## src/rtl/core/dmsc_pkg.sv

```systemverilog
// ----------------------------------------------------------------------------
// dmsc_pkg
// Shared widths, register indexes and control types of the speed controller.
// ----------------------------------------------------------------------------
package dmsc_pkg;

   localparam int MOTOR_COUNT = 2;
   localparam int DATA_W      = 16;
   localparam int MUL_W       = DATA_W + 2;
   localparam int PROD_W      = 2 * MUL_W;
   localparam int ACC_W       = 40;
   localparam int CSR_IDX_W   = 3;

   typedef enum logic [CSR_IDX_W-1:0] {
      REG_SETPOINT_A   = 3'd0,
      REG_SETPOINT_B   = 3'd1,
      REG_PROP_GAIN_A  = 3'd2,
      REG_INTEG_GAIN_A = 3'd3,
      REG_PROP_GAIN_B  = 3'd4,
      REG_INTEG_GAIN_B = 3'd5,
      REG_RPM_SCALE    = 3'd6
   } csr_index_type;

   typedef struct packed {
      logic signed [DATA_W-1:0] setpoint_a;
      logic signed [DATA_W-1:0] setpoint_b;
      logic        [DATA_W-1:0] prop_gain_a;
      logic        [DATA_W-1:0] integ_gain_a;
      logic        [DATA_W-1:0] prop_gain_b;
      logic        [DATA_W-1:0] integ_gain_b;
      logic        [DATA_W-1:0] rpm_scale;
   } cfg_type;

   // Controls of the shared multiply-accumulate unit.
   typedef struct packed {
      logic mul_en;     // register a*b
      logic acc_load;   // accumulator <= base
      logic acc_add;    // accumulator += product
      logic add_shift;  // product scaled by 16 before the add
   } mac_ctrl_type;

endpackage

```

## src/rtl/core/dual_motor_encoder_pi_speed_control.sv

```systemverilog
// ----------------------------------------------------------------------------
// dual_motor_encoder_pi_speed_control
// Incremental PI speed controller for two encoder-fed motors.
//
// Each request carries one motor's raw quadrature count for a sample tick.
// The block derives position (65535 - count), the signed pulse delta from
// that motor's previous position, speed = delta * rpm_scale (Q8.8, truncated
// toward zero, saturated), error = setpoint - speed, and the incremental PI
// update u = u_last + kp*(e - e_last) + ki_t*e with kp Q4.12, ki_t Q0.16,
// truncated toward zero once and saturated to int16. A response gives the
// motor, PWM duty min(|u|,255), a forward bit (u > 0), u and the speed.
// Requests are taken one at a time: a new one is accepted only once the
// previous response has been registered. The sequencer drives one shared
// 18x18 multiplier through its three products (speed scale, proportional,
// integral) with saturation steps in between. req_stall is high while an
// item is in flight, and a response held by rsp_stall delays the finishing
// step. A motor index at or beyond the motor count is dropped without a
// response or state change.
// ----------------------------------------------------------------------------
module dual_motor_encoder_pi_speed_control (
   input  logic                                clock,
   input  logic                                reset,
   // request channel
   input  logic                                req_valid,
   output logic                                req_stall,
   input  logic                                req_motor,
   input  logic [dmsc_pkg::DATA_W-1:0]         req_encoder_count,
   // response channel
   output logic                                rsp_valid,
   input  logic                                rsp_stall,
   output logic                                rsp_motor_id,
   output logic [7:0]                          rsp_pwm_duty,
   output logic                                rsp_forward,
   output logic signed [dmsc_pkg::DATA_W-1:0]  rsp_control_value,
   output logic signed [dmsc_pkg::DATA_W-1:0]  rsp_speed_rpm,
   // configuration write channel
   input  logic                                csr_valid,
   output logic                                csr_ready,
   input  logic [dmsc_pkg::CSR_IDX_W-1:0]      csr_index,
   input  logic [dmsc_pkg::DATA_W-1:0]         csr_data
);
   import dmsc_pkg::*;

   localparam logic [1:0] MotorCount = 2'(MOTOR_COUNT);

   typedef enum logic [2:0] {
      ST_IDLE,      // wait for a request
      ST_SPD_MUL,   // delta * rpm_scale
      ST_SPD_SAT,   // speed: truncate by 256, saturate
      ST_ERR,       // error, accumulator <= u_last << 16
      ST_P_MUL,     // kp * (e - e_last)
      ST_I_MUL,     // acc += 16*P; ki * e
      ST_I_ACC,     // acc += I
      ST_FINISH     // u: truncate by 65536, saturate; respond
   } state_type;

   cfg_type                  cfg;
   mac_ctrl_type             mac_ctrl;
   logic signed [MUL_W-1:0]  mac_a;
   logic signed [MUL_W-1:0]  mac_b;
   logic signed [ACC_W-1:0]  mac_base;
   logic signed [PROD_W-1:0] mac_prod;
   logic signed [ACC_W-1:0]  mac_acc;

   // sequencer and working registers
   state_type                state_ff, state_in;
   logic                     motor_ff, motor_in;
   logic [DATA_W-1:0]        pulses_ff, pulses_in;
   logic signed [DATA_W-1:0] speed_ff, speed_in;
   logic signed [DATA_W-1:0] err_ff, err_in;

   // per-motor state
   logic [DATA_W-1:0]        last_pos_ff [MOTOR_COUNT];
   logic [DATA_W-1:0]        last_pos_in [MOTOR_COUNT];
   logic signed [DATA_W-1:0] last_err_ff [MOTOR_COUNT];
   logic signed [DATA_W-1:0] last_err_in [MOTOR_COUNT];
   logic signed [DATA_W-1:0] last_ctl_ff [MOTOR_COUNT];
   logic signed [DATA_W-1:0] last_ctl_in [MOTOR_COUNT];

   // response registers
   logic                     rsp_valid_ff, rsp_valid_in;
   logic                     rsp_motor_ff, rsp_motor_in;
   logic [7:0]               rsp_duty_ff, rsp_duty_in;
   logic                     rsp_fwd_ff, rsp_fwd_in;
   logic signed [DATA_W-1:0] rsp_ctl_ff, rsp_ctl_in;
   logic signed [DATA_W-1:0] rsp_speed_ff, rsp_speed_in;

   // datapath
   logic                     accept;
   logic                     motor_ok;
   logic                     out_free;
   logic [DATA_W-1:0]        position;
   logic signed [DATA_W-1:0] setp_sel;
   logic [DATA_W-1:0]        kp_sel;
   logic [DATA_W-1:0]        ki_sel;
   logic signed [PROD_W-1:0] spd_bias;
   logic signed [PROD_W-9:0] spd_q;
   logic signed [DATA_W-1:0] spd_sat;
   logic signed [DATA_W:0]   err_diff;
   logic signed [DATA_W-1:0] err_sat;
   logic signed [DATA_W:0]   derr;
   logic signed [ACC_W-1:0]  u_bias;
   logic signed [ACC_W-17:0] u_q;
   logic signed [DATA_W-1:0] u_sat;
   logic [DATA_W:0]          u_mag;
   logic [7:0]               u_duty;

   dmsc_csr u_csr (
      .clock     (clock),
      .reset     (reset),
      .csr_valid (csr_valid),
      .csr_ready (csr_ready),
      .csr_index (csr_index),
      .csr_data  (csr_data),
      .cfg       (cfg)
   );

   dmsc_mac u_mac (
      .clock (clock),
      .ctrl  (mac_ctrl),
      .op_a  (mac_a),
      .op_b  (mac_b),
      .base  (mac_base),
      .prod  (mac_prod),
      .acc   (mac_acc)
   );

   assign req_stall         = (state_ff != ST_IDLE);
   assign accept            = req_valid && !req_stall;
   assign motor_ok          = ({1'b0, req_motor} < MotorCount);
   assign out_free          = !rsp_valid_ff || !rsp_stall;
   assign position          = ~req_encoder_count;

   assign rsp_valid         = rsp_valid_ff;
   assign rsp_motor_id      = rsp_motor_ff;
   assign rsp_pwm_duty      = rsp_duty_ff;
   assign rsp_forward       = rsp_fwd_ff;
   assign rsp_control_value = rsp_ctl_ff;
   assign rsp_speed_rpm     = rsp_speed_ff;

   // per-motor configuration
   always_comb begin
      if (motor_ff) begin
         setp_sel = cfg.setpoint_b;
         kp_sel   = cfg.prop_gain_b;
         ki_sel   = cfg.integ_gain_b;
      end else begin
         setp_sel = cfg.setpoint_a;
         kp_sel   = cfg.prop_gain_a;
         ki_sel   = cfg.integ_gain_a;
      end
   end

   // saturation and rounding arithmetic
   always_comb begin
      // speed = trunc0(prod / 256), saturated
      spd_bias = mac_prod + (mac_prod[PROD_W-1] ? PROD_W'(255) : PROD_W'(0));
      spd_q    = spd_bias[PROD_W-1:8];
      if (spd_q > (PROD_W-8)'(32767)) begin
         spd_sat = 16'sh7FFF;
      end else if (spd_q < -(PROD_W-8)'(32768)) begin
         spd_sat = -16'sh8000;
      end else begin
         spd_sat = spd_q[DATA_W-1:0];
      end

      err_diff = {setp_sel[DATA_W-1], setp_sel} - {speed_ff[DATA_W-1], speed_ff};
      if (err_diff[DATA_W] != err_diff[DATA_W-1]) begin
         err_sat = err_diff[DATA_W] ? -16'sh8000 : 16'sh7FFF;
      end else begin
         err_sat = err_diff[DATA_W-1:0];
      end

      derr = {err_ff[DATA_W-1], err_ff}
           - {last_err_ff[motor_ff][DATA_W-1], last_err_ff[motor_ff]};

      // u = trunc0(acc / 65536), saturated
      u_bias = mac_acc + (mac_acc[ACC_W-1] ? ACC_W'(65535) : ACC_W'(0));
      u_q    = u_bias[ACC_W-1:16];
      if (u_q > (ACC_W-16)'(32767)) begin
         u_sat = 16'sh7FFF;
      end else if (u_q < -(ACC_W-16)'(32768)) begin
         u_sat = -16'sh8000;
      end else begin
         u_sat = u_q[DATA_W-1:0];
      end

      u_mag  = u_sat[DATA_W-1] ? ((DATA_W+1)'(0) - {u_sat[DATA_W-1], u_sat})
                               : {1'b0, u_sat};
      u_duty = (u_mag > (DATA_W+1)'(255)) ? 8'hFF : u_mag[7:0];
   end

   // shared unit operands
   always_comb begin
      mac_ctrl = '0;
      mac_a    = '0;
      mac_b    = '0;
      mac_base = {{(ACC_W-DATA_W-16){last_ctl_ff[motor_ff][DATA_W-1]}},
                  last_ctl_ff[motor_ff], 16'h0000};
      case (state_ff)
         ST_SPD_MUL: begin
            mac_ctrl.mul_en = 1'b1;
            mac_a = {{(MUL_W-DATA_W){pulses_ff[DATA_W-1]}}, pulses_ff};
            mac_b = {{(MUL_W-DATA_W){1'b0}}, cfg.rpm_scale};
         end
         ST_ERR: begin
            mac_ctrl.acc_load = 1'b1;
         end
         ST_P_MUL: begin
            mac_ctrl.mul_en = 1'b1;
            mac_a = {{(MUL_W-DATA_W-1){derr[DATA_W]}}, derr};
            mac_b = {{(MUL_W-DATA_W){1'b0}}, kp_sel};
         end
         ST_I_MUL: begin
            mac_ctrl.acc_add   = 1'b1;
            mac_ctrl.add_shift = 1'b1;
            mac_ctrl.mul_en    = 1'b1;
            mac_a = {{(MUL_W-DATA_W){err_ff[DATA_W-1]}}, err_ff};
            mac_b = {{(MUL_W-DATA_W){1'b0}}, ki_sel};
         end
         ST_I_ACC: begin
            mac_ctrl.acc_add = 1'b1;
         end
         default: begin
            mac_ctrl = '0;
         end
      endcase
   end

   // sequencer next state
   always_comb begin
      state_in     = state_ff;
      motor_in     = motor_ff;
      pulses_in    = pulses_ff;
      speed_in     = speed_ff;
      err_in       = err_ff;
      last_pos_in  = last_pos_ff;
      last_err_in  = last_err_ff;
      last_ctl_in  = last_ctl_ff;
      rsp_valid_in = rsp_valid_ff && rsp_stall;
      rsp_motor_in = rsp_motor_ff;
      rsp_duty_in  = rsp_duty_ff;
      rsp_fwd_in   = rsp_fwd_ff;
      rsp_ctl_in   = rsp_ctl_ff;
      rsp_speed_in = rsp_speed_ff;
      case (state_ff)
         ST_IDLE: begin
            if (accept && motor_ok) begin
               motor_in               = req_motor;
               pulses_in              = position - last_pos_ff[req_motor];
               last_pos_in[req_motor] = position;
               state_in               = ST_SPD_MUL;
            end
         end
         ST_SPD_MUL: state_in = ST_SPD_SAT;
         ST_SPD_SAT: begin
            speed_in = spd_sat;
            state_in = ST_ERR;
         end
         ST_ERR: begin
            err_in   = err_sat;
            state_in = ST_P_MUL;
         end
         ST_P_MUL:   state_in = ST_I_MUL;
         ST_I_MUL:   state_in = ST_I_ACC;
         ST_I_ACC:   state_in = ST_FINISH;
         ST_FINISH: begin
            // hold here while the previous response is stalled
            if (out_free) begin
               last_err_in[motor_ff] = err_ff;
               last_ctl_in[motor_ff] = u_sat;
               rsp_valid_in          = 1'b1;
               rsp_motor_in          = motor_ff;
               rsp_duty_in           = u_duty;
               rsp_fwd_in            = !u_sat[DATA_W-1] && (u_sat != '0);
               rsp_ctl_in            = u_sat;
               rsp_speed_in          = speed_ff;
               state_in              = ST_IDLE;
            end
         end
         default: state_in = ST_IDLE;
      endcase
   end

   always_ff @(posedge clock) begin
      if (reset) begin
         state_ff     <= ST_IDLE;
         rsp_valid_ff <= 1'b0;
         last_pos_ff  <= '{default: '0};
         last_err_ff  <= '{default: '0};
         last_ctl_ff  <= '{default: '0};
      end else begin
         state_ff     <= state_in;
         rsp_valid_ff <= rsp_valid_in;
         last_pos_ff  <= last_pos_in;
         last_err_ff  <= last_err_in;
         last_ctl_ff  <= last_ctl_in;
      end
      motor_ff     <= motor_in;
      pulses_ff    <= pulses_in;
      speed_ff     <= speed_in;
      err_ff       <= err_in;
      rsp_motor_ff <= rsp_motor_in;
      rsp_duty_ff  <= rsp_duty_in;
      rsp_fwd_ff   <= rsp_fwd_in;
      rsp_ctl_ff   <= rsp_ctl_in;
      rsp_speed_ff <= rsp_speed_in;
   end

endmodule

```

## src/rtl/core/dmsc_csr.sv

```systemverilog
// ----------------------------------------------------------------------------
// dmsc_csr
// Configuration register file: setpoints, gains and rpm scale.
// ----------------------------------------------------------------------------
module dmsc_csr (
   input  logic                             clock,
   input  logic                             reset,
   input  logic                             csr_valid,
   output logic                             csr_ready,
   input  logic [dmsc_pkg::CSR_IDX_W-1:0]   csr_index,
   input  logic [dmsc_pkg::DATA_W-1:0]      csr_data,
   output dmsc_pkg::cfg_type                cfg
);
   import dmsc_pkg::*;

   cfg_type cfg_ff;
   cfg_type cfg_in;

   assign csr_ready = 1'b1;
   assign cfg       = cfg_ff;

   always_comb begin
      cfg_in = cfg_ff;
      if (csr_valid) begin
         case (csr_index_type'(csr_index))
            REG_SETPOINT_A:   cfg_in.setpoint_a   = csr_data;
            REG_SETPOINT_B:   cfg_in.setpoint_b   = csr_data;
            REG_PROP_GAIN_A:  cfg_in.prop_gain_a  = csr_data;
            REG_INTEG_GAIN_A: cfg_in.integ_gain_a = csr_data;
            REG_PROP_GAIN_B:  cfg_in.prop_gain_b  = csr_data;
            REG_INTEG_GAIN_B: cfg_in.integ_gain_b = csr_data;
            REG_RPM_SCALE:    cfg_in.rpm_scale    = csr_data;
            default:          cfg_in = cfg_ff;   // unmapped index: ignored
         endcase
      end
   end

   always_ff @(posedge clock) begin
      if (reset) begin
         cfg_ff.setpoint_a   <= -16'sd100;
         cfg_ff.setpoint_b   <= 16'sd120;
         cfg_ff.prop_gain_a  <= 16'd3686;
         cfg_ff.integ_gain_a <= 16'd8847;
         cfg_ff.prop_gain_b  <= 16'd3686;
         cfg_ff.integ_gain_b <= 16'd10158;
         cfg_ff.rpm_scale    <= 16'd1164;
      end else begin
         cfg_ff <= cfg_in;
      end
   end

endmodule

```

## src/rtl/core/dmsc_mac.sv

```systemverilog
// ----------------------------------------------------------------------------
// dmsc_mac
// Shared signed multiplier with registered product and accumulator.
// ----------------------------------------------------------------------------
module dmsc_mac (
   input  logic                                  clock,
   input  dmsc_pkg::mac_ctrl_type                ctrl,
   input  logic signed [dmsc_pkg::MUL_W-1:0]     op_a,
   input  logic signed [dmsc_pkg::MUL_W-1:0]     op_b,
   input  logic signed [dmsc_pkg::ACC_W-1:0]     base,
   output logic signed [dmsc_pkg::PROD_W-1:0]    prod,
   output logic signed [dmsc_pkg::ACC_W-1:0]     acc
);
   import dmsc_pkg::*;

   logic signed [PROD_W-1:0] prod_ff;
   logic signed [PROD_W-1:0] prod_in;
   logic signed [ACC_W-1:0]  acc_ff;
   logic signed [ACC_W-1:0]  acc_in;
   logic signed [ACC_W-1:0]  prod_ext;

   assign prod = prod_ff;
   assign acc  = acc_ff;

   always_comb begin
      prod_in  = prod_ff;
      if (ctrl.mul_en) begin
         prod_in = op_a * op_b;
      end
      prod_ext = {{(ACC_W-PROD_W){prod_ff[PROD_W-1]}}, prod_ff};
      if (ctrl.add_shift) begin
         prod_ext = prod_ext <<< 4;
      end
      acc_in = acc_ff;
      if (ctrl.acc_load) begin
         acc_in = base;
      end else if (ctrl.acc_add) begin
         acc_in = acc_ff + prod_ext;
      end
   end

   always_ff @(posedge clock) begin
      prod_ff <= prod_in;
      acc_ff  <= acc_in;
   end

endmodule

```

## config.mk

```make
export PLATFORM = sky130hd
export DESIGN_NAME = dual_motor_encoder_pi_speed_control
export DESIGN_NICKNAME = d
export VERILOG_FILES = /design/src/rtl/core/dmsc_pkg.sv /design/src/rtl/core/dual_motor_encoder_pi_speed_control.sv /design/src/rtl/core/dmsc_csr.sv /design/src/rtl/core/dmsc_mac.sv
export SDC_FILE = /design/constraint.sdc
export NUM_CORES = 2
export LEC_CHECK = 0
export BUFFER_PORTS_ARGS = -buffer_cell sky130_fd_sc_hd__buf_2
export CORE_AREA = 4 4 268 270
export DETAILED_ROUTE_END_ITERATION = 8
export DIE_AREA = 0 0 272 274
export PLACE_DENSITY = 0.66
export SYNTH_ARGS = -nofsm -noshare
export SYNTH_HDL_FRONTEND = slang
export SYNTH_HIERARCHICAL = 1
export SYNTH_SLANG_ARGS = --single-unit
```

## constraint.sdc

```tcl
create_clock -name clock -period 27.5 [get_ports clock]
set_clock_uncertainty 0.15 [all_clocks]
set_input_delay 2.75 -clock clock [delete_from_list [all_inputs] [get_ports clock]]
set_output_delay 2.75 -clock clock [all_outputs]
set_load 0.005 [all_outputs]
```

### Word level (Yosys, flattened, before mapping)

Index checks and enable logic that the tools add are counted.
W data, S select, Z words.

| storage, ports and cells | value |
|---|---|
| register bits after elaboration | 378 |
| output and inout bits | 45 |
| bits in read-only memories | 0 |
| memories | 0 |
| latch bits | 0 |
| RAM bits | 0 |
| input bits | 41 |
| logic and storage cells | 131 |

| cells by class | value |
|---|---|
| reductions and logical operators | 27 |
| bitwise logic cells | 3 |
| muxes and demuxes | 41 |
| multiply operators | 1 |
| order comparisons | 9 |
| eq/ne operators | 16 |
| add/subtract/negate cells | 7 |
| shift-type cells | 0 |
| divide/modulo/power cells | 0 |

Operators by type and width:

| cell | count |
|---|---|
| $mux W16 | 20 |
| $bwmux W32 | 3 |
| $mux W40 | 2 |
| $pmux W18 S3 | 1 |
| $pmux W16 S3 | 1 |
| $add A40 B17 Y40 | 1 |
| $add A40 B39 Y40 | 1 |
| $mux W38 | 1 |
| $add A35 B9 Y36 | 1 |
| $mul A18 B17 Y35 | 1 |
| $sub A16 B16 Y17 | 2 |
| $demux W16 S1 | 2 |
| $gt A28 B16 Y1 const B | 1 |
| $lt A28 B16 Y1 const B | 1 |
| $gt A24 B16 Y1 const B | 1 |
| $lt A24 B16 Y1 const B | 1 |
| $pmux W3 S8 | 1 |
| $eq A3 B3 Y1 const B | 7 |
| $reduce_and A2 Y1 | 10 |
| $gt A17 B8 Y1 const B | 1 |
| $mux W17 | 1 |
| $sub A1 B16 Y17 const A | 1 |
| $not A16 Y16 | 1 |
| $reduce_bool A16 Y1 | 1 |
| 19 further kinds | 41 |

### Longest topological paths before layout

| logic depth | value |
|---|---|
| depth in word-level cells | 8 |
| depth in mapped cells | 41 |
| gate-level depth less buffers | 38 |

### Cells and area by module

Netlist, hierarchy kept.

Modules (own cells, without submodules):

| module | cells each | times used | sequential area each (µm²) | area each (µm²) |
|---|---|---|---|---|
| dmsc_mac | 1916 | 1 | 2282.2 | 17605.6 |
| dual_motor_encoder_pi_speed_control | 1399 | 1 | 4734.5 | 12540.8 |
| dmsc_csr | 414 | 1 | 2242.2 | 4403.0 |

### Least setup slack after synthesis

Ideal clock, no wire load.

| timing path | value |
|---|---|
| path kind | reg-to-reg |
| start | reg motor_ff |
| end | reg, netlist name u_mac/prod[35] |
| data required time | 27.086 ns |
| path buffers | 3 |
| clock period less this slack | 10.212 ns |
| stages on the path, launching flop included | 42 |
| arrival time | 9.797 ns |
| setup time | 0.264 ns |
| slack | 17.288 ns |
| path through | edfxtp_1 -> clkbuf_1 -> clkbuf_1 -> mux2_2 -> ha_1 -> inv_1 -> fa_1 -> a21o_1 -> a21oi_1 -> o21ai_0 -> a21oi_1 -> o21ai_0 -> a21oi_1 -> o211ai_1 -> a31oi_1 -> nand2b_1 -> a31oi_1 -> o21ai_0 -> (+6 left out) -> inv_1 -> ha_1 -> inv_1 -> fa_1 -> inv_1 -> fa_1 -> inv_1 -> fa_1 -> inv_1 -> ha_1 -> nand3_1 -> nor2b_1 -> o211ai_1 -> a211o_1 -> and3_1 -> nor3_1 -> nand3b_1 -> nand3_1 |

| between the ends | value |
|---|---|
| word-level cells in the longest chain between the ends | 7 |
| elaborated cells between the ends (all ways) | 10 |
| those cells by class | add/sub (1); mul (1); mux (7); bitwise (1) |

RTL lines:

| item | line | RTL |
|---|---|---|
| start: declaration | dual_motor_encoder_pi_speed_control.sv:67 | `logic motor_ff, motor_in;` |
| start signal: assignment | dual_motor_encoder_pi_speed_control.sv:299 | `motor_ff <= motor_in;` |
| $not A1 Y2 (implied by the code) | dual_motor_encoder_pi_speed_control.sv:175 | `- {last_err_ff[motor_ff][DATA_W-1], last_err_ff[motor_ff]};` |
| $mux W16 (implied by the code) (3 in a row) | dual_motor_encoder_pi_speed_control.sv:175 |  |
| $sub A16 B16 Y17 | dual_motor_encoder_pi_speed_control.sv:175 |  |
| $pmux W18 S3 | dual_motor_encoder_pi_speed_control.sv:200 | `case (state_ff)` |
| via mac_a[16] | dual_motor_encoder_pi_speed_control.sv:59 | `logic signed [MUL_W-1:0] mac_a;` |
| $mul A18 B17 Y35 | dmsc_mac.sv:28 | `prod_in = op_a * op_b;` |

The timed path passes the listed nets, and every way through them passes these cells. The select of a mux whose other input is x is not followed.
A chain may end at the register's enable or synchronous reset.

### Worst setup path after layout

| timing path | value |
|---|---|
| start | reg motor_ff |
| end | reg, netlist name u_mac/prod[35] |

| between the ends | value |
|---|---|
| word-level cells in the longest chain between the ends | 7 |
| elaborated cells between the ends (all ways) | 10 |
| those cells by class | add/sub (1); mul (1); mux (7); bitwise (1) |

RTL lines:

| item | line |
|---|---|
| $not A1 Y2 (implied by the code) | dual_motor_encoder_pi_speed_control.sv:175 |
| $mux W16 (implied by the code) (3 in a row) | dual_motor_encoder_pi_speed_control.sv:175 |
| $sub A16 B16 Y17 | dual_motor_encoder_pi_speed_control.sv:175 |
| $pmux W18 S3 | dual_motor_encoder_pi_speed_control.sv:200 |
| via mac_a[16] | dual_motor_encoder_pi_speed_control.sv:59 |
| $mul A18 B17 Y35 | dmsc_mac.sv:28 |

The timed path passes the listed nets, and every way through them passes these cells. The select of a mux whose other input is x is not followed.

==> run_results.csv <==
group,metric,value,unit
critical_path,r2r_cells,35,
sta,worst_slew_pin_slew,1.20,ns
detailed_routing,wl_met3,5010,um
yosys,ys_seq_area_share,26.8,%
cts,cts-htree-levels,2,
cts,clockBufferDepth,3,
die,rows,97,
die,dieArea,0.0745,sq mm
detailed_routing,wl,88500,um
detailed_routing,num_vias,26200,
placed_design,place_area,0.0360,sq mm
grt,antenna_found_initial,3,
placed_design,dp.final_hpwl,65800,um
critical_path,crit_path_start_kind,"flop",
sta,period_share,37.3,%
sta,tns,0,ns
status,status,"finished, final reports clean",
sta,slew_violations,0,
detailed_routing,vias_per_cell,5.51,
pwr,power.leakage,16.5,nW
pwr,combPwrFrac,33.1,%
detailed_routing,wl_per_cell,18.6,um
placed_design,place_congestion,0.894,
cells_and_area,fin_area,0.0375,sq mm
pwr,max-vdd-ir-drop,0.0449,mV
sta,relSlewSlack,19.8,%
yosys,syn-instance-count,3729,
sta,fin_crit,10.26,ns
grt,grt-ovfl-total,0,
grt,first_global_vias,25800,
cells_and_area,fin_util,53.9,%
cts,cts_sinks,379,
detailed_routing,dr.pass1.iters,5,
cts,post-cts-setup-buffers,0,
critical_path,cp_max_fo,51,
cells_and_area,drive_above_1_share,8.96,%
yosys,synth_top_area_share,19.3,%
yosys,synth_area_leader_cell,"fa_1",
critical_path,cp-startpoint,"motor_ff$_DFFE_PP_",
sta,hold_viol,0,
critical_path,path_common_cell,"inv_1",
min_path,min_path_cells,0,
grt,grt_max_degree,94,
critical_path,r2r_slack,17.24,ns
cts,cts_tree,"done",
flow_run,cap_viol_max_count,0,
placed_design,io_buffers,84,
yosys,synth_edf_count,167,
critical_path,critical-path-slowest-cell,"buf_4",
sta,clock.fmax,97.5,MHz
sta,rsz0062_at_grt,"false",
critical_path,critPathKind,"reg -> reg",
die,coreArea,0.0695,sq mm
critical_path,max_stage_delay,0.77,ns
yosys,synth_top_cells_by_area,"fa_1, edfxtp_1, dfxtp_1",
cells_and_area,final_nets,4346,
detailed_routing,met1_length,40200,um
die,die_w,272,um
critical_path,cp.arrival,10.40,ns
detailed_routing,drt_iter0_drc,1810,
cts,ctsHoldBuffers,0,
yosys,synth-async-reset-ratio,0,%
sta,setup_violations,0,
pwr,switchingPower,0.671,mW
cts,clock-root-buffer,"clkbuf_16",
yosys,yosysWarnings,6,
critical_path,crit_path_end_kind,"flop",
cts,cts_buffers,42,
pwr,p_int,1.23,mW
cts,cts-resized-gates,0,
detailed_routing,ant_nets,0,
grt,grt_pass1_wl,142000,um
min_path,hold_class,"reg -> reg",
pwr,switching_share,35.3,%
die,die_y,274,um
yosys,avgSynthCellArea,9.27,sq um
die,start_util,49.7,%
cells_and_area,syn_to_final_growth,8.46,%
pwr,cellPowerDensity,50.7,mW/mm^2
yosys,netlist_area,0.0345,sq mm
detailed_routing,dr_wl_met2,41500,um
yosys,ys.flop_type,"dfxtp_1",
pwr,pwr-share-clk,30.7,%
cts,clk_pin_slew,0.06,ns
detailed_routing,top_layer,"met4",
critical_path,rr_startpoint,"motor_ff$_DFFE_PP_",
min_path,hp-start,"speed_ff[8]$_SDFFCE_PN1P_",
critical_path,cp_data_required_time,27.64,ns
yosys,yosysUniqueCellTypes,108,
cells_and_area,n_antenna_cell,0,
pwr,seq_power_share,36.2,%
yosys,ys_seq_elements,379,
detailed_routing,drc_errors,0,
grt,grt_usage,23.7,%
pwr,p_total,1.90,mW
cts,clock_latency,0.60,ns
die,io_pins,86,
## power by group through the flow
stage,Clock (mW),Sequential [mW],Combinational (mW)
after floorplan,0,0.676,0.480
after global placement,0,0.699,0.614
after detailed placement,0,0.699,0.622
after CTS,0.596,0.687,0.626
after global routing,0.618,0.690,0.709
final,0.584,0.688,0.629
## worst paths after layout
kind	end
min	rsp_speed_rpm[8]$_DFFE_PP_
max reg2reg	u_mac/prod[35]$_DFFE_PP_
min reg2reg	rsp_speed_rpm[8]$_DFFE_PP_
max	u_mac/prod[35]$_DFFE_PP_
## metrics by stage
| step | cells | hold slack (ns) | setup WS, ns |
|---|---|---|---|
| floorplan | 3759 | 0.276 | 17.29 |
| global placement | 4666 | 0.287 | 17.42 |
| detailed placement | 4666 | 0.289 | 17.27 |
| CTS | 4744 | 0.302 | 17.20 |
| global route | 4744 | 0.314 | 16.45 |
| finish | 4744 | 0.300 | 17.24 |
## flip-flops by register name, indices dropped and copies added (netlist names), 32 cells and up
signal	count
u_csr/cfg	112
last_err_ff	32
last_pos_ff	32
last_ctl_ff	32
u_mac/acc	40
u_mac/prod	36
## per-layer routing
layer | vias to the layer above | track usage, %
li1 | 12500 | -
met1 | 12800 | 33.2
met2 | 712 | 39.4
met3 | 129 | 3.05
met4 | 0 | 5.12
met5 | - | 0
## worst max-delay path, delay by kind of cell (launching register included)
family	cells	cell delay [ns]
mux	1	0.20
buf+inv	10	2.13
flops	1	0.35
compound gates	8	1.42
simple gates	8	1.52
fa+ha+maj	8	4.14
## Yosys cell counts, drive strengths merged, types with 7 or more instances
cell     number
a21boi        8
a31oi        20
a21o         40
nand4        28
xor2         49
and2        182
inv         503
nor4          7
mux2i       180
nor2        274
o211ai       14
a211oi       73
buf          32
and3         37
o21ai       141
nand3        44
a21oi       160
a22oi        23
o221ai       20
nand2b       97
mux2         67
edfxtp      167
ha          202
o31ai        15
and4         10
o21a         13
nor2b        19
o21bai       13
clkbuf      136
dfxtp       212
xnor2        77
o2111ai      10
nor3         56
nor3b         7
nand2       366
fa          333
## cells by family (layout without fill, tap and decap cells)
| group | count (synthesis) | in the layout | synth area share (%) |
|---|---|---|---|
| AO/OA/AOI/OAI | 604 | 604 | 11.8 |
| other | 2 | 32 | 0.0217 |
| AND/OR/NAND/NOR | 1163 | 1163 | 16.6 |
| buffers and inverters | 672 | 717 | 7.52 |
| adder cells (fa/ha/maj) | 536 | 536 | 26.6 |
| XOR/XNOR | 126 | 126 | 3.19 |
| flip-flops | 379 | 379 | 26.8 |
| multiplexers | 247 | 247 | 7.40 |
## placed cells by master, fill, tap and decap left out, types with 97 or more instances in the layout
cell      synthesis  layout
inv_1           502     501
nand2_1         365     365
fa_1            333     333
nor2_1          273     270
dfxtp_1         212     212
ha_1            202     202
and2_1          182     182
mux2i_1         180     180
edfxtp_1        167     167
a21oi_1         154     154
o21ai_0         116     107
nand2b_1         97      97
## cell type report
class	instances	area (sq um)
fillers	6356	32100
multi-input cells	2708	22900
flip-flops and latches	379	9260
inverters	504	1890
clock buffers	57	1190
well taps	940	1180
repair buffers	135	810
clock inverters	21	248
Power figures use the tool's default switching activity.
